--- src/hdl/asmt_pkg.sv ---
// Shared types and constants of the accounting session map table.
`timescale 1ns / 1ps
`default_nettype none
package asmt_pkg;

    localparam int TABLE_ENTRIES_DEF = 32;
    localparam int ADDR_W = 32;
    localparam int SESS_W = 64;
    localparam int NUM_W  = 60;

    localparam logic [7:0] CODE_ACCT    = 8'h04;
    localparam logic [1:0] STATUS_START = 2'd1;
    localparam logic [1:0] STATUS_STOP  = 2'd2;
    localparam logic       CMD_LOOKUP   = 1'b1;

    typedef enum logic [3:0] {
        OC_NOT_ACCT  = 4'd0,
        OC_MISSING   = 4'd1,
        OC_ADDED     = 4'd2,
        OC_DUPLICATE = 4'd3,
        OC_REMOVED   = 4'd4,
        OC_NOT_FOUND = 4'd5,
        OC_UNKNOWN   = 4'd6,
        OC_HIT       = 4'd7,
        OC_MISS      = 4'd8,
        OC_FULL      = 4'd9
    } outcome_t;

    typedef enum logic [2:0] {
        ST_IDLE,
        ST_MATCH,
        ST_SELECT,
        ST_READ,
        ST_OLD,
        ST_DONE
    } state_t;

    // Per-slot write strobes
    typedef struct packed {
        logic num_set;
        logic num_clr;
        logic sess_set;
        logic sess_clr;
        logic cli_set;
    } cell_wr_t;

    // Per-slot valid and match flags
    typedef struct packed {
        logic nv;
        logic sv;
        logic cv;
        logic nm;
        logic sm;
        logic cm;
    } cell_flags_t;

    // Readout bus passed along the row of slots
    typedef struct packed {
        logic [NUM_W-1:0]  num;
        logic [ADDR_W-1:0] addr;
        logic [SESS_W-1:0] sess;
    } cell_rd_t;

endpackage
`default_nettype wire

--- src/hdl/asmt_cell.sv ---
// One slot of all three maps, with compare logic and a readout pass-through.
`timescale 1ns / 1ps
`default_nettype none
module asmt_cell (
    input  wire logic                        aclk,
    input  wire logic                        aresetn,
    input  wire logic [asmt_pkg::ADDR_W-1:0] key_addr,
    input  wire logic [asmt_pkg::SESS_W-1:0] key_sess,
    input  wire logic [asmt_pkg::NUM_W-1:0]  wr_num,
    input  wire asmt_pkg::cell_wr_t          wr,
    input  wire logic                        sel_n,
    input  wire logic                        sel_s,
    input  wire logic                        sel_c,
    input  wire asmt_pkg::cell_rd_t          rd_in,
    output asmt_pkg::cell_rd_t               rd_out,
    output asmt_pkg::cell_flags_t            flags
);

    logic nv_reg, sv_reg, cv_reg;
    logic nv_next, sv_next, cv_next;
    logic [asmt_pkg::ADDR_W-1:0] n_addr_reg, s_addr_reg, c_addr_reg;
    logic [asmt_pkg::NUM_W-1:0]  n_val_reg;
    logic [asmt_pkg::SESS_W-1:0] s_key_reg, c_sess_reg;

    // Valid bits: set wins over clear
    always_comb begin
        nv_next = wr.num_set ? 1'b1 : (wr.num_clr ? 1'b0 : nv_reg);
        sv_next = wr.sess_set ? 1'b1 : (wr.sess_clr ? 1'b0 : sv_reg);
        cv_next = wr.cli_set ? 1'b1 : cv_reg;
    end

    always_ff @(posedge aclk) begin
        if (!aresetn) begin
            nv_reg <= 1'b0;
            sv_reg <= 1'b0;
            cv_reg <= 1'b0;
        end else begin
            nv_reg <= nv_next;
            sv_reg <= sv_next;
            cv_reg <= cv_next;
        end
    end

    // Store entry contents
    always_ff @(posedge aclk) begin
        if (wr.num_set) begin
            n_addr_reg <= key_addr;
            n_val_reg  <= wr_num;
        end
        if (wr.sess_set) begin
            s_key_reg  <= key_sess;
            s_addr_reg <= key_addr;
        end
        if (wr.cli_set) begin
            c_addr_reg <= key_addr;
            c_sess_reg <= key_sess;
        end
    end

    // Compare against the search keys
    always_comb begin
        flags.nv = nv_reg;
        flags.sv = sv_reg;
        flags.cv = cv_reg;
        flags.nm = nv_reg && (n_addr_reg == key_addr);
        flags.sm = sv_reg && (s_key_reg == key_sess);
        flags.cm = cv_reg && (c_addr_reg == key_addr);
    end

    // Merge the selected entry into the readout bus
    always_comb begin
        rd_out.num  = rd_in.num  | (sel_n ? n_val_reg  : '0);
        rd_out.addr = rd_in.addr | (sel_s ? s_addr_reg : '0);
        rd_out.sess = rd_in.sess | (sel_c ? c_sess_reg : '0);
    end

endmodule
`default_nettype wire

--- config.mk ---
export PLATFORM = sky130hd
export DESIGN_NAME = asmt_cell
export DESIGN_NICKNAME = d
export VERILOG_FILES = /design/src/hdl/asmt_pkg.sv /design/src/hdl/asmt_cell.sv
export SDC_FILE = /design/constraint.sdc
export NUM_CORES = 1
export LEC_CHECK = 0
export ABC_CLOCK_PERIOD_IN_PS = 1450
export BUFFER_PORTS_ARGS = -buffer_cell sky130_fd_sc_hd__buf_2
export CAP_MARGIN = 40
export CORE_AREA = 2 2 186 188
export CTS_CLUSTER_DIAMETER = 30
export DETAILED_ROUTE_END_ITERATION = 16
export DIE_AREA = 0 0 188 190
export PLACE_DENSITY_LB_ADDON = 0.05
export RECOVER_POWER = 100
export SLEW_MARGIN = 20
export SYNTH_ARGS = -nofsm -noshare
export SYNTH_HDL_FRONTEND = slang
export SYNTH_SLANG_ARGS = --single-unit
--- constraint.sdc ---
create_clock -name aclk -period 1.45 [get_ports aclk]
set_clock_uncertainty 0.1 [all_clocks]
set_input_delay 0.29 -clock aclk [delete_from_list [all_inputs] [get_ports aclk]]
set_output_delay 0.29 -clock aclk [all_outputs]
set_load 0.005 [all_outputs]
==> flow_summary.yaml <==
setup_path:
  crit_path_end_kind: "output pin"
  cp.required_ns: 1.06
  crit_path_max_fanout: 1
  reg2reg_depth: 3
  slowest_delay_ns: 0.41
  crit_path_top_delay_cell: "nor4_1"
  path_cells: "xnor2_1, o211ai_1, nor4_1, nand4_1, nor4_4, buf_2"
  reg2reg_slack_ns: 0.51
  cp.arrival_ns: 2.35
  reg2reg_to: "sv_reg$_SDFFE_PN0P_"
  regToRegStartpoint: "sv_reg$_SDFFE_PN0P_"
  cp-start-kind: "flop"
  crit_type: "reg2out"
synth:
  synthCells: 652
  synth-seq-cells: 287
  yosys_warnings: 0
  synth_flop_cell: "edfxtp_1"
  async_flop_share: 0
  synth_area_um2: 11300
  ys_seq_area_frac: 0.759
  synth.distinct_cells: 25
  synthesis.nets: 974
  syn_avg_cell_area_um2: 17.4
  synth_enable_flop_cells: 284
floorplan:
  rows: 68
  fp.dieH_um: 190
  io_pins: 484
  die-area_um2: 35700
  core_area_um2: 33900
  die_w_um: 188
  initial_core_util: 0.333
clock_tree:
  cts_tree: "yes"
  cts_buffers: 68
  cts_root_buf: "clkbuf_16"
  cts_sinks: 287
  cts_max_level: 3
  clockBufferDepth: 3
  insertion_delay_ns: 0.54
  cts.clk_slew.worst_paths_ns: 0.04
cells_and_area:
  regArea_um2: 8590
  syn_to_final_growth_pct: 64.4
  finish.instance_area_um2: 18600
  layout_common_cells: "buf_2, edfxtp_1, a21o_1, dlygate4sd3_1, clkbuf_1"
  final_common_cell: "buf_2"
  nets: 1768
  drive_above_1_share: 0.382
  fillers: 2971
  final_core_util: 0.548
  multi_input_area_um2: 2690
timing:
  max_freq_mhz: 365
  worst_pin_slew_ns: 0.774
  setup_viol: 160
  finalCritPeriodShare: 1.89
  final-hold-violation-count: 0
  drv_slew: 0
  period_minus_slack_ns: 2.74
  rsz0062_at_grt: "true"
  slew_headroom: 0.484
  fin_ws_ns: -1.29
pwr:
  ir_worst_vdd_v: 0.000815
  power.leakage_nw: 7.84
  p_per_area_nw_per_um2: 1430
min_path:
  holdCritPathClass: "in2reg"
  worstHoldStart: "key_sess[7]"
  min_path_cells: 3
  hold_end: "c_sess_reg[7]$_DFFE_PP_"
drt:
  avgRoutedWirePerCell_um: 17.5
  drc: 0
  vias: 8645
  ant_nets: 0
  drt_iter0_drc: 311
  routed_wirelength_um: 34100
  vias_per_cell: 4.43
  firstDrtPassIters: 4
job:
  maxCapViolCount: 0
placed_design:
  dpl.hpwl_um: 24500
  placed_area_um2: 15100
  place_congestion: 0.837
  numPortBuffers: 483
grt:
  grt.overflow.total: 0
  grt.total_usage: 0.187
  grt_start_max_net_pins: 38
  first_global_vias: 8916
  antenna_found_initial: 3
  grt_pass1_wl_um: 50300
outcome:
  failed_checks: "negative setup slack"
  status: "finished with violations"
## cell usage after synthesis (all sizes together) (2+ instances only)
master   number  area, µm²
a21o        156       1170
a221oi        2       17.5
a22oi         2       15.0
buf           9       45.0
clkbuf       11       41.3
dfxtp         3       60.1
edfxtp      284       8530
inv          11       41.3
nand2         2       7.51
nand3         3       15.0
nand4        24        150
nor2b         2       12.5
nor4         13       93.8
o21a          3       22.5
o22ai         3       18.8
o2bb2ai       2       17.5
xnor2        93        815
xor2         24        210
## kinds of logic (layout without fill, tap and decap cells)
logic type | after synthesis | count (layout) | share of synthesized area
flops | 287 | 287 | 0.759
xor+xnor | 117 | 117 | 0.0906
other cells | 0 | 1 | 0
simple gates | 47 | 47 | 0.0262
buf+inv | 31 | 873 | 0.0113
compound gates | 170 | 170 | 0.113
## per-layer routing
layer  routed length [µm]  track usage
met1                14400        0.231
met2                16700        0.316
met3                 2320       0.0515
met4                  642       0.0657
met5                   25            0
## layout make-up
cell class                      count  area share
Inverter                           11     0.00222
Clock buffer                       78      0.0958
Clock inverter                     40      0.0190
Antenna cell                        1    0.000135
Tap cell                          455      0.0306
Multi-Input combinational cell    334       0.144
Sequential cell                   287       0.462
Timing Repair Buffer              744       0.246
## what timing repair did
action	in CTS	in global routing
pin swaps	134	7
buffers inserted	1	0
resized for setup	14	9
endpoints found under the setup margin	160	162
gates cloned	0	0
hold endpoints to repair	281	0
hold buffers	157	0
## power breakdown
part	switching [mW]	internal, mW	total [mW]
Sequential	0.271	9.90	10.2
Combinational	1.05	1.37	2.42
Clock	4.51	9.45	14.0
Total	5.84	20.7	26.6
## how the worst max path moves through the flow
stage | endpoint | slack [ns] | cells past startpoint | from
floorplan | flags[1] | -0.08 | 5 | s_key_reg[16]$_DFFE_PP_
global placement | flags[1] | -0.93 | 7 | key_sess[12]
detailed placement | flags[1] | -1.0 | 7 | key_sess[43]
CTS | flags[1] | -1.40 | 6 | s_key_reg[50]$_DFFE_PP_
global route | flags[1] | -1.42 | 6 | s_key_reg[50]$_DFFE_PP_
finish | flags[1] | -1.29 | 6 | s_key_reg[21]$_DFFE_PP_
## worst max-delay path, delay by kind of cell (launching register included)
family | cells | cell delay, ns
AOI/OAI and AO/OA | 1 | 0.13
xor gates and xnor gates | 1 | 0.16
buffers and inverters | 1 | 0.19
DFF | 1 | 0.37
and+or+nand+nor | 3 | 0.96
## per-stage QoR
| step | hold WS [ns] | setup TNS, ns | std cells | total power [mW] | setup WS, ns |
|---|---|---|---|---|---|
| floorplan | 0.289 | -0.228 | 652 | 11.0 | -0.0837 |
| global placement | 0.368 | -3.08 | 1674 | 12.5 | -0.927 |
| detailed placement | 0.368 | -3.90 | 1674 | 12.5 | -1.00 |
| CTS | 0.00379 | -30.71 | 1949 | 27.0 | -1.40 |
| global route | 0.113 | -33.37 | 1949 | 27.6 | -1.42 |
| finish | 0.116 | -25.20 | 1950 | 26.6 | -1.29 |
No activity file was read; power rests on OpenSTA's default activity.
